--- src/asgr_pkg.sv ---
package asgr_pkg;

    // sequence buffer geometry
    localparam int SEQ_BUF_LEN = 16;
    localparam int ADDR_W      = $clog2(SEQ_BUF_LEN);
    localparam int LEN_W       = $clog2(SEQ_BUF_LEN);
    localparam int PTR_W       = $clog2(SEQ_BUF_LEN + 2);

    // bytes with a meaning to the parser
    localparam logic [7:0] CH_ESC  = 8'h1B;
    localparam logic [7:0] CH_LBR  = 8'h5B;
    localparam logic [7:0] CH_M    = 8'h6D;
    localparam logic [7:0] CH_SEMI = 8'h3B;
    localparam logic [7:0] CH_0    = 8'h30;
    localparam logic [7:0] CH_1    = 8'h31;
    localparam logic [7:0] CH_2    = 8'h32;
    localparam logic [7:0] CH_3    = 8'h33;
    localparam logic [7:0] CH_4    = 8'h34;
    localparam logic [7:0] CH_9    = 8'h39;

    // colour modes
    localparam logic [1:0] FG_DEFAULT = 2'd0;
    localparam logic [1:0] FG_NORMAL  = 2'd1;
    localparam logic [1:0] FG_BRIGHT  = 2'd2;
    localparam logic       BG_DEFAULT = 1'b0;
    localparam logic       BG_NORMAL  = 1'b1;

    // result kinds
    localparam logic KIND_CHAR = 1'b0;
    localparam logic KIND_ATTR = 1'b1;

    typedef logic [7:0] byte_t;
    typedef byte_t [3:0] window_t;

    typedef struct packed {
        logic [1:0] fg_mode;
        logic [2:0] fg_index;
        logic       bg_mode;
        logic [2:0] bg_index;
        logic       bold;
    } attr_t;

    typedef struct packed {
        attr_t      attr;
        logic [1:0] adv;
        logic       cont;
    } step_res_t;

    function automatic logic is_end(input byte_t c);
        return (c == CH_SEMI) || (c == CH_M);
    endfunction

    function automatic logic is_dig07(input byte_t c);
        return c[7:3] == 5'b00110;
    endfunction

    function automatic logic is_letter(input byte_t c);
        return ((c >= 8'h61) && (c <= 8'h7A)) || ((c >= 8'h41) && (c <= 8'h5A));
    endfunction

endpackage

--- src/asgr_step.sv ---
module asgr_step (
    input  asgr_pkg::window_t   win,
    input  asgr_pkg::attr_t     attr_i,
    output asgr_pkg::step_res_t res
);

    logic            one;
    logic            two;
    logic            three;
    asgr_pkg::byte_t nxt;

    // parameter length classes from the window after the lead byte
    assign one   = asgr_pkg::is_end(win[1]);
    assign two   = (win[1] != 8'd0) && !asgr_pkg::is_end(win[1]) && asgr_pkg::is_end(win[2]);
    assign three = (win[1] != 8'd0) && !asgr_pkg::is_end(win[1]) &&
                   (win[2] != 8'd0) && !asgr_pkg::is_end(win[2]) && asgr_pkg::is_end(win[3]);

    // one parameter step
    always_comb begin
        res.attr = attr_i;
        res.adv  = 2'd1;
        case (win[0])
            asgr_pkg::CH_0: begin
                if (one) begin
                    res.attr = '0;
                end
            end
            asgr_pkg::CH_1: begin
                if (one) begin
                    res.attr.bold = 1'b1;
                end else if (three) begin
                    res.adv = 2'd3;
                    if (asgr_pkg::is_dig07(win[2])) begin
                        res.attr.fg_mode  = asgr_pkg::FG_BRIGHT;
                        res.attr.fg_index = win[2][2:0];
                    end
                end
            end
            asgr_pkg::CH_2: begin
                if (two) begin
                    res.adv = 2'd2;
                    if (win[1] == asgr_pkg::CH_2) begin
                        res.attr.bold = 1'b0;
                    end
                end
            end
            asgr_pkg::CH_3: begin
                if (two) begin
                    res.adv = 2'd2;
                    if (asgr_pkg::is_dig07(win[1])) begin
                        res.attr.fg_mode  = asgr_pkg::FG_NORMAL;
                        res.attr.fg_index = win[1][2:0];
                    end else if (win[1] == asgr_pkg::CH_9) begin
                        res.attr.fg_mode  = asgr_pkg::FG_DEFAULT;
                        res.attr.fg_index = 3'd0;
                    end
                end
            end
            asgr_pkg::CH_4: begin
                if (two) begin
                    res.adv = 2'd2;
                    if (asgr_pkg::is_dig07(win[1])) begin
                        res.attr.bg_mode  = asgr_pkg::BG_NORMAL;
                        res.attr.bg_index = win[1][2:0];
                    end else if (win[1] == asgr_pkg::CH_9) begin
                        res.attr.bg_mode  = asgr_pkg::BG_DEFAULT;
                        res.attr.bg_index = 3'd0;
                    end
                end
            end
            asgr_pkg::CH_9: begin
                if (two) begin
                    res.adv = 2'd2;
                    if (asgr_pkg::is_dig07(win[1])) begin
                        res.attr.fg_mode  = asgr_pkg::FG_BRIGHT;
                        res.attr.fg_index = win[1][2:0];
                    end
                end
            end
            default: begin
                res.adv = 2'd1;
            end
        endcase

        // carry on only when a separator follows the step
        nxt      = win[res.adv];
        res.cont = (nxt == asgr_pkg::CH_SEMI);
    end

endmodule

--- src/ansi_sgr_escape_filter.sv ---
// Plain characters: an accepted item goes straight into the registered result.
// Buffered sequence bytes: one cycle each while the output is free, no result until the sequence closes.
// Dumping a sequence: each byte is read (one buffer read port), then offered; up to 15 bytes.
// SGR decode: each parameter step is four window reads and one step; then the result is emitted.
// Synchronous active-low reset clears control, length and attributes; the buffer is not cleared.
module ansi_sgr_escape_filter (
    input  logic       aclk,
    input  logic       aresetn,
    input  logic       s_valid,
    output logic       s_ready,
    input  logic [7:0] s_in_byte,
    output logic       m_valid,
    input  logic       m_ready,
    output logic       m_kind,
    output logic [7:0] m_char_code,
    output logic [1:0] m_fg_mode,
    output logic [2:0] m_fg_index,
    output logic       m_bg_mode,
    output logic [2:0] m_bg_index,
    output logic       m_bold_on,
    output logic       m_last
);

    typedef enum logic [5:0] {
        ST_IDLE     = 6'b000001,
        ST_FETCH    = 6'b000010,
        ST_STEP     = 6'b000100,
        ST_EMIT     = 6'b001000,
        ST_DUMP_RD  = 6'b010000,
        ST_DUMP_OUT = 6'b100000
    } state_t;

    state_t state_reg, state_next;

    // sequence buffer
    asgr_pkg::byte_t mem [asgr_pkg::SEQ_BUF_LEN];
    asgr_pkg::byte_t rd_data_reg;
    logic                        wr_en;
    logic [asgr_pkg::ADDR_W-1:0] wr_addr;
    logic                        rd_en;
    logic [asgr_pkg::ADDR_W-1:0] rd_addr;

    logic [asgr_pkg::LEN_W-1:0] len_reg, len_next;
    logic [asgr_pkg::LEN_W-1:0] idx_reg, idx_next;
    logic [asgr_pkg::LEN_W-1:0] new_len;
    logic [asgr_pkg::PTR_W-1:0] ptr_reg, ptr_next;
    logic [asgr_pkg::PTR_W-1:0] fetch_addr;
    logic [2:0]                 fk_reg, fk_next;
    logic [1:0]                 fk_m1;
    logic                       rng_reg, rng_next;
    asgr_pkg::window_t          win_reg, win_next;

    asgr_pkg::attr_t     attr_reg, attr_next;
    asgr_pkg::step_res_t step_res;

    // output register
    logic            out_valid_reg, out_valid_next;
    logic            out_kind_reg, out_kind_next;
    asgr_pkg::byte_t out_char_reg, out_char_next;
    asgr_pkg::attr_t out_attr_reg, out_attr_next;
    logic            out_last_reg, out_last_next;
    logic            out_free;
    logic            accept;

    asgr_step u_step (
        .win    (win_reg),
        .attr_i (attr_reg),
        .res    (step_res)
    );

    assign out_free = !out_valid_reg || m_ready;
    assign s_ready  = (state_reg == ST_IDLE) && out_free;
    assign accept   = s_valid && s_ready;
    assign new_len  = len_reg + asgr_pkg::LEN_W'(1);
    assign fetch_addr = ptr_reg + asgr_pkg::PTR_W'(fk_reg[1:0]);
    assign fk_m1    = 2'(fk_reg - 3'd1);

    // sequencer
    always_comb begin
        state_next     = state_reg;
        len_next       = len_reg;
        idx_next       = idx_reg;
        ptr_next       = ptr_reg;
        fk_next        = fk_reg;
        rng_next       = rng_reg;
        win_next       = win_reg;
        attr_next      = attr_reg;
        wr_en          = 1'b0;
        wr_addr        = len_reg[asgr_pkg::ADDR_W-1:0];
        rd_en          = 1'b0;
        rd_addr        = idx_reg[asgr_pkg::ADDR_W-1:0];
        out_valid_next = out_valid_reg && !m_ready;
        out_kind_next  = out_kind_reg;
        out_char_next  = out_char_reg;
        out_attr_next  = out_attr_reg;
        out_last_next  = out_last_reg;

        case (state_reg)
            ST_IDLE: begin
                if (accept) begin
                    if ((len_reg != '0) || (s_in_byte == asgr_pkg::CH_ESC)) begin
                        // append to the open sequence
                        wr_en    = 1'b1;
                        len_next = new_len;
                        idx_next = '0;
                        if (((new_len == asgr_pkg::LEN_W'(2)) &&
                             (s_in_byte != asgr_pkg::CH_LBR)) ||
                            (len_reg == asgr_pkg::LEN_W'(asgr_pkg::SEQ_BUF_LEN - 2))) begin
                            state_next = ST_DUMP_RD;
                        end else if (asgr_pkg::is_letter(s_in_byte)) begin
                            if (s_in_byte == asgr_pkg::CH_M) begin
                                ptr_next   = asgr_pkg::PTR_W'(2);
                                fk_next    = 3'd0;
                                state_next = ST_FETCH;
                            end else begin
                                len_next = '0;
                            end
                        end
                    end else begin
                        // plain character straight through
                        out_valid_next = 1'b1;
                        out_kind_next  = asgr_pkg::KIND_CHAR;
                        out_char_next  = s_in_byte;
                        out_attr_next  = attr_reg;
                        out_last_next  = 1'b1;
                    end
                end
            end
            ST_FETCH: begin
                // read the four-byte window, reads past the end give 'm'
                if (fk_reg != 3'd4) begin
                    rd_en    = 1'b1;
                    rd_addr  = fetch_addr[asgr_pkg::ADDR_W-1:0];
                    rng_next = fetch_addr < asgr_pkg::PTR_W'(len_reg);
                end
                if (fk_reg != 3'd0) begin
                    win_next[fk_m1] = rng_reg ? rd_data_reg : asgr_pkg::CH_M;
                end
                if (fk_reg == 3'd4) begin
                    fk_next    = 3'd0;
                    state_next = ST_STEP;
                end else begin
                    fk_next = fk_reg + 3'd1;
                end
            end
            ST_STEP: begin
                attr_next = step_res.attr;
                if (step_res.cont) begin
                    ptr_next   = ptr_reg + asgr_pkg::PTR_W'(step_res.adv);
                    state_next = ST_FETCH;
                end else begin
                    state_next = ST_EMIT;
                end
            end
            ST_EMIT: begin
                if (out_free) begin
                    out_valid_next = 1'b1;
                    out_kind_next  = asgr_pkg::KIND_ATTR;
                    out_char_next  = 8'd0;
                    out_attr_next  = attr_reg;
                    out_last_next  = 1'b1;
                    len_next       = '0;
                    state_next     = ST_IDLE;
                end
            end
            ST_DUMP_RD: begin
                rd_en      = 1'b1;
                state_next = ST_DUMP_OUT;
            end
            ST_DUMP_OUT: begin
                if (out_free) begin
                    out_valid_next = 1'b1;
                    out_kind_next  = asgr_pkg::KIND_CHAR;
                    out_char_next  = rd_data_reg;
                    out_attr_next  = attr_reg;
                    out_last_next  = (idx_reg == len_reg - asgr_pkg::LEN_W'(1));
                    if (out_last_next) begin
                        len_next   = '0;
                        state_next = ST_IDLE;
                    end else begin
                        idx_next   = idx_reg + asgr_pkg::LEN_W'(1);
                        state_next = ST_DUMP_RD;
                    end
                end
            end
            default: begin
                state_next = ST_IDLE;
            end
        endcase
    end

    // buffer write and registered read
    always_ff @(posedge aclk) begin
        if (wr_en) begin
            mem[wr_addr] <= s_in_byte;
        end
    end

    always_ff @(posedge aclk) begin
        if (rd_en) begin
            rd_data_reg <= mem[rd_addr];
        end
    end

    // control state
    always_ff @(posedge aclk) begin
        if (!aresetn) begin
            state_reg     <= ST_IDLE;
            len_reg       <= '0;
            attr_reg      <= '0;
            out_valid_reg <= 1'b0;
            fk_reg        <= 3'd0;
        end else begin
            state_reg     <= state_next;
            len_reg       <= len_next;
            attr_reg      <= attr_next;
            out_valid_reg <= out_valid_next;
            fk_reg        <= fk_next;
        end
    end

    // datapath registers
    always_ff @(posedge aclk) begin
        idx_reg      <= idx_next;
        ptr_reg      <= ptr_next;
        rng_reg      <= rng_next;
        win_reg      <= win_next;
        out_kind_reg <= out_kind_next;
        out_char_reg <= out_char_next;
        out_attr_reg <= out_attr_next;
        out_last_reg <= out_last_next;
    end

    assign m_valid     = out_valid_reg;
    assign m_kind      = out_kind_reg;
    assign m_char_code = out_char_reg;
    assign m_fg_mode   = out_attr_reg.fg_mode;
    assign m_fg_index  = out_attr_reg.fg_index;
    assign m_bg_mode   = out_attr_reg.bg_mode;
    assign m_bg_index  = out_attr_reg.bg_index;
    assign m_bold_on   = out_attr_reg.bold;
    assign m_last      = out_last_reg;

endmodule

--- config.mk ---
export PLATFORM = sky130hd
export DESIGN_NAME = ansi_sgr_escape_filter
export DESIGN_NICKNAME = d
export VERILOG_FILES = /design/src/asgr_pkg.sv /design/src/asgr_step.sv /design/src/ansi_sgr_escape_filter.sv
export SDC_FILE = /design/constraint.sdc
export NUM_CORES = 1
export LEC_CHECK = 0
export ABC_AREA = 1
export ABC_CLOCK_PERIOD_IN_PS = 4970
export BUFFER_PORTS_ARGS = -buffer_cell sky130_fd_sc_hd__buf_2
export CORE_ASPECT_RATIO = 1.25
export CORE_UTILIZATION = 55
export DETAILED_ROUTE_END_ITERATION = 8
export PLACE_DENSITY_LB_ADDON = 0.12
export SYNTH_ARGS = -nofsm -noshare
export SYNTH_HDL_FRONTEND = slang
export SYNTH_HIERARCHICAL = 1
export SYNTH_SLANG_ARGS = --single-unit
--- constraint.sdc ---
create_clock -name aclk -period 4.97 [get_ports aclk]
set_clock_uncertainty 0.2 [all_clocks]
set_input_delay 0.497 -clock aclk [delete_from_list [all_inputs] [get_ports aclk]]
set_output_delay 0.497 -clock aclk [all_outputs]
set_load 0.03 [all_outputs]
== Word-level counts from Yosys, hierarchy flattened ==
Memory sizes are Yosys's and may differ from the RTL's. A register that Yosys moved wholly into a read port is not among the register bits.
Cells that the tools add are included.

* Flip-flop bits (word level): 86
* Latch bits: 0
* Memory bits (writable): 128
* Bits in read-only memories: 0
* Output and inout bits: 22
* Word-level logic and storage cells: 246
* Memories kept: 1

* $add $sub $neg: 7
* Multipliers: 0
* Div/mod/pow operators: 0
* Order comparisons: 8
* Eq/ne operators: 59
* Shifts and indexed selects: 0
* Muxes and demuxes: 98
* Bitwise logic cells: 0
* Reduce and logical (&&, ||, !) cells: 49

{| class="wikitable"
|+ Memories
! memory !! words !! bits a word !! rd ports !! clocked after Yosys merged registers in !! write ports !! RTL line !! text
|-
| mem || 16 || 8 || 1 || 1 || 1 || ansi_sgr_escape_filter.sv:36 || <nowiki>asgr_pkg::byte_t mem [asgr_pkg::SEQ_BUF_LEN];</nowiki>
|}

{| class="wikitable"
|+ Operators by type and width
! cell !! number
|-
| 8-bit by 6-bit == test with 1-bit output (second input constant) || 12
|-
| 5-bit two-way mux || 15
|-
| 4-bit two-way mux || 18
|-
| 8-bit two-way mux || 7
|-
| 6-bit two-way mux || 8
|-
| 10-bit two-way mux || 4
|-
| 6-bit case mux with 6 select lines || 1
|-
| 32-bit bitwise mux || 1
|-
| 8-bit by 7-bit == test with 1-bit output (second input constant) || 4
|-
| 2-bit by 1-bit != test with 1-bit output (second input constant) || 14
|-
| 8-bit case mux with 3 select lines || 1
|-
| 3-bit two-way mux || 7
|-
| 2-bit != test (second input constant) || 10
|-
| 10-bit case mux with 2 select lines || 1
|-
| 5-bit case mux with 4 select lines || 1
|-
| 1-bit two-way mux || 18
|-
| 6-bit AND reduction || 3
|-
| 8-bit binary-select mux with 2-bit select || 1
|-
| 8-bit demux with 2-bit select || 1
|-
| 8-bit by 7-bit >= comparator with 1-bit output (second input constant) || 2
|-
| 8-bit by 7-bit less-or-equal comparator with 1-bit output (second input constant) || 2
|-
| 4-bit case mux with 2 select lines || 2
|-
| 8-bit nonzero test || 2
|-
| 5-bit AND reduction || 3
|-
| 42 further kinds || 83
|}

== Depth between registers and ports, before layout ==
Gate-level depths: netlist (run 1).

* Depth after elaboration: 15
* Mapped depth: 17

== Modules after synthesis ==
The synthesis (run 1) kept the hierarchy.

{| class="wikitable"
|+ Modules (own cells, without submodules)
! module !! instances !! cells an instance !! area each (um^2) !! sequential area each (um^2)
|-
| ansi_sgr_escape_filter || 1 || 963 || 9984.6 || 6426.2
|-
| asgr_step || 1 || 222 || 1038.5 || 0.0
|}

== Worst setup path before layout (run 1) ==
No wires, ideal clock.

* Path type: register to register
* Start: register state_reg[5]
* End: memory mem[4][0] in the netlist's numbering, enable pin
* Data arrival time: 2025 ps
* Data required time: 4400 ps
* Path slack: 2374 ps
* Stages on the path, launching flop included: 10
* Path buffers: 0
* Cells stage by stage: dfxtp_1 -> nor2_4 -> nand2_1 -> nor2_4 -> inv_1 -> nor2_1 -> nand2_1 -> a21oi_2 -> nand2_1 -> nor2_1

* Cells in the longest elaborated chain, start to end: 7

{| class="wikitable"
|+ Ends and longest elaborated chain
! element !! RTL line !! text
|-
| from (decl) || ansi_sgr_escape_filter.sv:33 || <nowiki>state_t state_reg, state_next;</nowiki>
|-
| from (signal assigned) || ansi_sgr_escape_filter.sv:214 || <nowiki>state_reg <= state_next;</nowiki>
|-
| 6-bit by 1-bit == test with 1-bit output || ansi_sgr_escape_filter.sv:72 || <nowiki>assign s_ready = (state_reg == ST_IDLE) && out_free;</nowiki>
|-
| 1-bit logical AND || ansi_sgr_escape_filter.sv:72 ||
|-
| via s_ready || ansi_sgr_escape_filter.sv:10 || <nowiki>output logic s_ready,</nowiki>
|-
| 1-bit logical AND || ansi_sgr_escape_filter.sv:73 || <nowiki>assign accept = s_valid && s_ready;</nowiki>
|-
| 1-bit two-way mux || ansi_sgr_escape_filter.sv:100 || <nowiki>if (accept) begin</nowiki>
|-
| 1-bit two-way mux || ansi_sgr_escape_filter.sv:98 || <nowiki>case (state_reg)</nowiki>
|-
| 1-bit two-way mux || ansi_sgr_escape_filter.sv:194 || <nowiki>if (wr_en) begin</nowiki>
|-
| 1-bit two-way mux (not written as such) || ansi_sgr_escape_filter.sv:195 || <nowiki>mem[wr_addr] <= s_in_byte;</nowiki>
|-
| to (decl) || ansi_sgr_escape_filter.sv:36 ||
|}

The timed path passes the listed nets, and every way through them passes these cells.

== Final worst setup path (run 1) ==
* Start: register fk_reg[0]
* End: register rd_data_reg[3] (read register of mem) (data pin)

* Cells in the longest elaborated chain, start to end: 3
* Elaborated cells between the ends (all ways): 6

{| class="wikitable"
|+ Ends and longest elaborated chain
! element !! RTL line !! text
|-
| from (decl) || ansi_sgr_escape_filter.sv:48 || <nowiki>logic [2:0] fk_reg, fk_next;</nowiki>
|-
| from (signal assigned) || ansi_sgr_escape_filter.sv:218 || <nowiki>fk_reg <= fk_next;</nowiki>
|-
| 5-bit by 2-bit adder with 5-bit output / 3-bit != test (equally long branches) || ansi_sgr_escape_filter.sv:75, ansi_sgr_escape_filter.sv:131 ||
|-
| 4-bit two-way mux / 1-bit two-way mux (equally long branches) || ansi_sgr_escape_filter.sv:131 || <nowiki>if (fk_reg != 3'd4) begin</nowiki>
|-
| 4-bit two-way mux / 1-bit case mux with 2 select lines (equally long branches) || ansi_sgr_escape_filter.sv:98 ||
|-
| to (decl) || ansi_sgr_escape_filter.sv:37 || <nowiki>asgr_pkg::byte_t rd_data_reg;</nowiki>
|}

Parallel ways exist; a longest one is shown, timed or not.
A chain may end at the register's enable or synchronous reset.

==> results.md, run 1 <==
- CTS Root Cell: clkbuf_16
- Share of layout cells above drive strength 1: 0.101
- Die H: roughly 160 µm
- F_max: roughly 280 MHz
- Largest net degree at the start of global routing: 65
- DRC: 0
- Worst Hold Class: primary input to register
- CP Class: register to register
- Hold endpoint: state_reg[0]$_SDFFE_PN1P_
- CTS tree: done
- DRT iter0 DRCs: roughly 590
- GPL Wtd Cong: between 0.9 and 1
- Main area contributors after synthesis: edfxtp_1 54%, nand2_1 11%, nand3_1 8.2%
- Yosys reg bits: 222
- Hold_sp: aresetn
- Diode count: 0
- Synthesized Nets: 1218
- First-pass GRT wire length: between 40000 and 50000 µm
- Post-route setup slack: between 1 and 1.5 ns
- H-tree level count: 1
- Worst Tran Pin Value: approximately 1.2 ns
- Power Density: about 450 nW/µm²
- Peak supply drop: 0.335 mV
- Gr usage total: 0.271
- Flop2flop setup slack: 1.44 ns
- Final nets: around 1200
- GRT overflow: 0
- DR vias/cell: between 5 and 6
- Total CTS buffers: 22
- Max Cap Viol: 0
- Row count: 57
- P_leak: roughly 0.0051 µW
- Commonest non-fill, non-tap cell in the layout: nand2_1
- Slew margin rel.: 0.222
- Starting density of the core: 0.564
- Crit-path cells: ha_1 -> inv_1 -> fa_1 -> nand2_1 -> o21ai_0 -> nand2_1 -> nand2_2 -> inv_1 -> nand3_1 -> nand3_1 -> nand3_1 -> nand2_1
- Slowest Stage Delay on Critical Path: 0.64 ns
- Cts repair resizes: 0
- Maximum clock path buffer count: 3
- Ys flop type: edfxtp_1
- WL/cell: approximately 18 µm
- Unrepaired setup endpoints after global routing: no
- Die width: roughly 130 µm
- Routed wire length: 26800 µm
- Syn Inst Count: between 1000 and 1500
- CP max FO: 33
- Cell taking the most area after synthesis: edfxtp_1
- Max-slew violations: 0
- Min Tclk post-route: ~3.5 ns
- Drt first pass iters: 5
- CP arrival: 3.58 ns
- Crit. End Element: register
- CTS Hold Buffers Added: 0
- Final hold vios: 0
- Post-DRT Antenna Nets: 0
- Hold Path Stages: 2
- Yosys cell types: 42
- Post-Syn Area: roughly 11000 µm²
- Syn Area/Cell: approximately 9.3 µm²
- Setup WS pre-CTS: 1.48 ns
- Ports: 34
- R2R cell count: 12
- CP required: 5.02 ns
- Via count: 8023
- Critical R2R Launch: fk_reg[0]$_SDFFE_PN0P_
- Tcrit/Tclk final: 0.710
- Post-synth top area share: 0.539
- Antenna violations before repair: 0
- Vias in the first global route: approximately 7700
- Yosys warns: 6
- Final Setup Violations: 0
- EDFF count, synth: roughly 200
- Run status: finished, final reports clean
- Max FFs per register: around 130
- CTS sink cnt: roughly 220
- Post-synthesis async set-or-reset flop share: 0
- R2R Path End: rd_data_reg[3]$_DFFE_PP_
- Die area: between 20000 and 25000 µm²
- CTS clock-pin slew for the worst setup and hold paths: approximately 0.060 ns
- Register area share after synthesis: 0.583
- Most frequent cells in the layout: 326 x nand2_1, 198 x edfxtp_1, 180 x nand3_1
- Setup crit start kind: register
- Fin Setup TNS: 0 ns
- Core box area: roughly 20000 µm²
- Worst skew pair latency: a little over 0.5 ns
- Area grow syn2layout: 8.31%
- # port buffers: 33
- Post-CTS Setup Bufs: 0
- Critical path's slowest cell: inv_1
- DP HPWL: approximately 19000 µm
[per-layer routing]
metal	routed length (µm)	GRT usage
met2	13800	0.474
met3	1390	0.0345
met4	1370	0.139
met5	0	0
met1	10200	0.326
[worst max-delay path by stage]
stage,startpoint,end,slack (ns),depth (start not counted)
final,fk_reg[0]$_SDFFE_PN0P_,rd_data_reg[3]$_DFFE_PP_,1.44,12
after global routing,fk_reg[0]$_SDFFE_PN0P_,rd_data_reg[2]$_DFFE_PP_,1.18,12
after floorplan,state_reg[5]$_SDFFE_PN0P_,mem[4][0]$_DFFE_PP_,2.37,9
after CTS,fk_reg[0]$_SDFFE_PN0P_,rd_data_reg[4]$_DFFE_PP_,1.44,12
after detailed placement,fk_reg[0]$_SDFFE_PN0P_,rd_data_reg[3]$_DFFE_PP_,1.48,12
after global placement,fk_reg[0]$_SDFFE_PN0P_,rd_data_reg[0]$_DFFE_PP_,1.54,12
[worst max-delay path, delay by kind of cell, from the launching register on]
kind	cells	cell delay (ns)
buf+inv	2	0.69
simple gates	7	1.14
compound gates	1	0.07
flops	1	0.42
fa+ha+maj	2	0.71
[cell families (layout without fill, tap and decap cells)]
| group | Yosys count | in the layout | synth area share |
|---|---|---|---|
| AO/OA/AOI/OAI | 66 | 66 | 0.0348 |
| buffers and inverters | 205 | 244 | 0.0805 |
| flip-flops | 222 | 222 | 0.583 |
| AND/OR/NAND/NOR | 661 | 661 | 0.269 |
| XOR/XNOR | 10 | 10 | 0.00795 |
| adder cells (fa/ha/maj) | 21 | 21 | 0.0252 |
[through the flow]
| stage | area [µm²] | utilization | power (µW) | instances | hold slack (ns) |
|---|---|---|---|---|---|
| after floorplan | 11000 | - | 3510 | 1185 | 0.227 |
| after global placement | 11300 | 0.578 | 3900 | 1450 | 0.243 |
| after detailed placement | 11300 | 0.578 | 3920 | 1450 | 0.252 |
| after CTS | 11900 | 0.611 | 5420 | 1489 | 0.0626 |
| after global routing | 11900 | 0.611 | 5690 | 1489 | 0.0853 |
| final | 11900 | 0.611 | 5410 | 1489 | 0.0770 |
[power by group]
group	leakage [µW]	total (µW)	internal, µW	switching, µW
sequential	0.00198	2330	2240	92.4
clock	0.000313	1520	845	676
combinational	0.00276	1560	431	1130
[Yosys cell counts (2+ instances only)]
| cell | n |
|---|---|
| inv_4 | 2 |
| nand4_1 | 18 |
| nand3_1 | 180 |
| inv_1 | 150 |
| dfxtp_1 | 24 |
| o21bai_1 | 4 |
| nand2_1 | 326 |
| o21ai_0 | 18 |
| nor2_4 | 7 |
| nand3_2 | 3 |
| o21ai_1 | 3 |
| or2_2 | 4 |
| xor2_1 | 4 |
| o22ai_1 | 5 |
| nor2_1 | 92 |
| edfxtp_1 | 198 |
| nand2_4 | 3 |
| buf_4 | 8 |
| fa_1 | 2 |
| o21ai_2 | 2 |
| o211ai_1 | 4 |
| nor3_1 | 6 |
| clkbuf_1 | 5 |
| ha_1 | 19 |
| inv_2 | 17 |
| a21oi_1 | 26 |
| xnor2_1 | 6 |
| nor2_2 | 4 |
| nor2_8 | 2 |
| nand2_2 | 12 |
| buf_2 | 12 |
| buf_6 | 9 |
[cell type report]
cell class                 instances  area [µm²]
clock buffer                      29         598
fill                            1659        7600
inverter                         170         643
clock inverter                    10        50.0
timing repair buffer              35         180
tap                              265         332
sequential                       222        6430
multi-input combinational        758        3710
Note: power is estimated with default switching activity, not from simulation.
==> run 2: changes to the inputs <==
- ABC_CLOCK_PERIOD_IN_PS: 4970 -> 3650
- clock period: 4.97 -> 3.65 ns (I/O delays scaled with it)
==> run 2 against run 1 <==
Critical path depth is 1 lower. Via count is 1.3% higher. Critical endpoint is now rd_data_reg[0]$_DFFE_PP_. Sequential share of layout area is 0.95 points lower. Non-clock buffer count is 20 higher. Total power is 40% higher. Combinational power is 38% higher. Highest routed layer unchanged. Cell area is 1.8% higher.
==> results.md, run 2 (synthesized netlist as in run 1, its figures left out) <==
- Slowest Stage Delay on Critical Path: around 0.55 ns
- Die width: between 100 and 150 µm
- Final nets: roughly 1300
- Row count: between 50 and 60
- Drt first pass iters: 5
- Max-slew violations: 0
- Die H: roughly 160 µm
- GPL Wtd Cong: roughly 0.89
- Ports: 34
- Crit. End Element: register
- Sequential group share of total power: 0.421
- Die area: slightly above 20000 µm²
- CP required: around 3.7 ns
- Slew margin rel.: 0.438
- DP HPWL: roughly 19000 µm
- DRC: 0
- CP max FO: 64
- Largest net degree at the start of global routing: 65
- Min Tclk post-route: a little under 3 ns
- Gr usage total: 0.271
- CP Class: register to register
- CTS Root Cell: clkbuf_16
- Area grow syn2layout: 10.2%
- Max FFs per register: roughly 130
- Delay-heaviest family, CP: simple AND/OR/NAND/NOR gates
- Crit-path cells: inv_1 -> ha_1 -> nand2_2 -> o21ai_0 -> nand2_2 -> buf_4 -> nand3_1 -> nand3_1 -> nand3_1 -> nand3_1 -> nand2_1
- Post-DRT Antenna Nets: 0
- Most frequent cells in the layout: 326 x nand2_1, 198 x edfxtp_1, 180 x nand3_1
- Pint: 4980 µW
- Comb pwr share: 0.284
- # port buffers: 33
- Power Density: slightly above 600 nW/µm²
- Critical path's slowest cell: buf_4
- Antenna violations before repair: 0
- CTS tree: done
- Commonest non-fill, non-tap cell in the layout: nand2_1
- Diode count: 0
- WL/cell: 17.7 µm
- Final Setup Violations: 0
- CP arrival: 2.99 ns
- Tcrit/Tclk final: 0.804
- CP Buf/Inv Count: 2
- Vias in the first global route: ~7700
- Final hold vios: 0
- Post-CTS Setup Bufs: 0
- Worst path most repeated cell: nand3_1
- Run status: finished, final reports clean
- Routed wire length: ~27000 µm
- Switching share of power: 0.341
- Worst Tran Pin Value: between 0.8 and 0.9 ns
- H-tree level count: 1
- Fin Setup TNS: 0 ns
- Setup crit start kind: register
- Core box area: roughly 20000 µm²
- CTS clock-pin slew for the worst setup and hold paths: about 0.060 ns
- Unrepaired setup endpoints after global routing: no
- GRT overflow: 0
- Maximum clock path buffer count: 3
- Fill count: roughly 1700
- DRT iter0 DRCs: 566
- Share of layout cells above drive strength 1: 0.116
- F_max: about 340 MHz
- Switching power: approximately 2600 µW
- Worst Hold Class: primary input to register
- DR vias/cell: roughly 5.4
- Peak supply drop: roughly 0.42 mV
- Worst skew pair latency: approximately 0.51 ns
- Total CTS buffers: 23
- CTS sink cnt: ~220
- Max Cap Viol: 0
- Hold Slack: about 0.016 ns
- P_leak: ~0.0052 µW
- Starting density of the core: 0.564
- Clock power share: 0.295
- Via count: 8126
- First-pass GRT wire length: roughly 42000 µm
run 2: changes by cell type in the layout (fill, tap and decap cells not counted):
cell	delta
bufinv_16	+2
clkinv_4	+1
inv_6	+1
clkinvlp_4	-2
clkbuf_1	-3
buf_4	+18
clkinv_1	+2
dlygate4sd3_1	+2
run 2: power groups by stage:
stage	Clock [µW]	Sequential, µW	Combinational, µW
after global placement	0	3230	2140
after detailed placement	0	3230	2150
after floorplan	0	3350	1430
final	2230	3180	2150
after CTS	2260	3170	2160
after global routing	2360	3200	2380
run 2: worst register-to-register path: cells and delay by family, from the launching register on:
kind,cells,cell delay (ns)
AND/OR/NAND/NOR,7,1.01
flip-flops,1,0.43
buffers and inverters,2,0.67
adder cells (fa/ha/maj),1,0.24
AO/OA/AOI/OAI,1,0.13
run 2: layout make-up:
| type | instances | area (µm²) | share of cell area |
|---|---|---|---|
| clock buffers | 26 | 587 | 0.0483 |
| flip-flops and latches | 222 | 6430 | 0.529 |
| repair buffers | 55 | 335 | 0.0276 |
| multi-input cells | 758 | 3710 | 0.305 |
| clock inverters | 14 | 120 | 0.00988 |
| inverters | 170 | 643 | 0.0529 |
| well taps | 265 | 332 | 0.0273 |
run 2: metal layers:
layer	up-vias	global-route usage	part of all wire
met4	0	0.114	0.040
li1	3999	-	-
met5	-	0	0
met1	3798	0.324	0.39
met2	263	0.486	0.52
met3	66	0.0358	0.053
run 2: metrics by stage:
stage                     instance area (µm²)  worst slack [ns]  instances  power, µW  utilization
after detailed placement                11400             0.726       1468       5370        0.585
final                                   12200             0.715       1510       7550        0.622
after CTS                               12200             0.709       1510       7590        0.622
after floorplan                         11000              1.05       1185       4780            -
after global routing                    12200             0.515       1510       7930        0.622
after global placement                  11400             0.713       1468       5360        0.585
run 2: what timing repair did:
action	CTS	global route
endpoints found under the hold margin	8	0
resized for setup	0	0
hold buffers	2	0
run 2: worst paths after layout:
kind	from	endpoint	slack [ns]	cells after the start
max	fk_reg[0]$_SDFFE_PN0P_	rd_data_reg[0]$_DFFE_PP_	0.72	11
min	s_valid	m_valid$_SDFF_PN0_	0.02	3
max reg2reg	fk_reg[0]$_SDFFE_PN0P_	rd_data_reg[0]$_DFFE_PP_	0.72	11
min reg2reg	attr_reg[9]$_SDFFE_PN0N_	m_fg_mode[1]$_DFFE_PP_	0.27	0
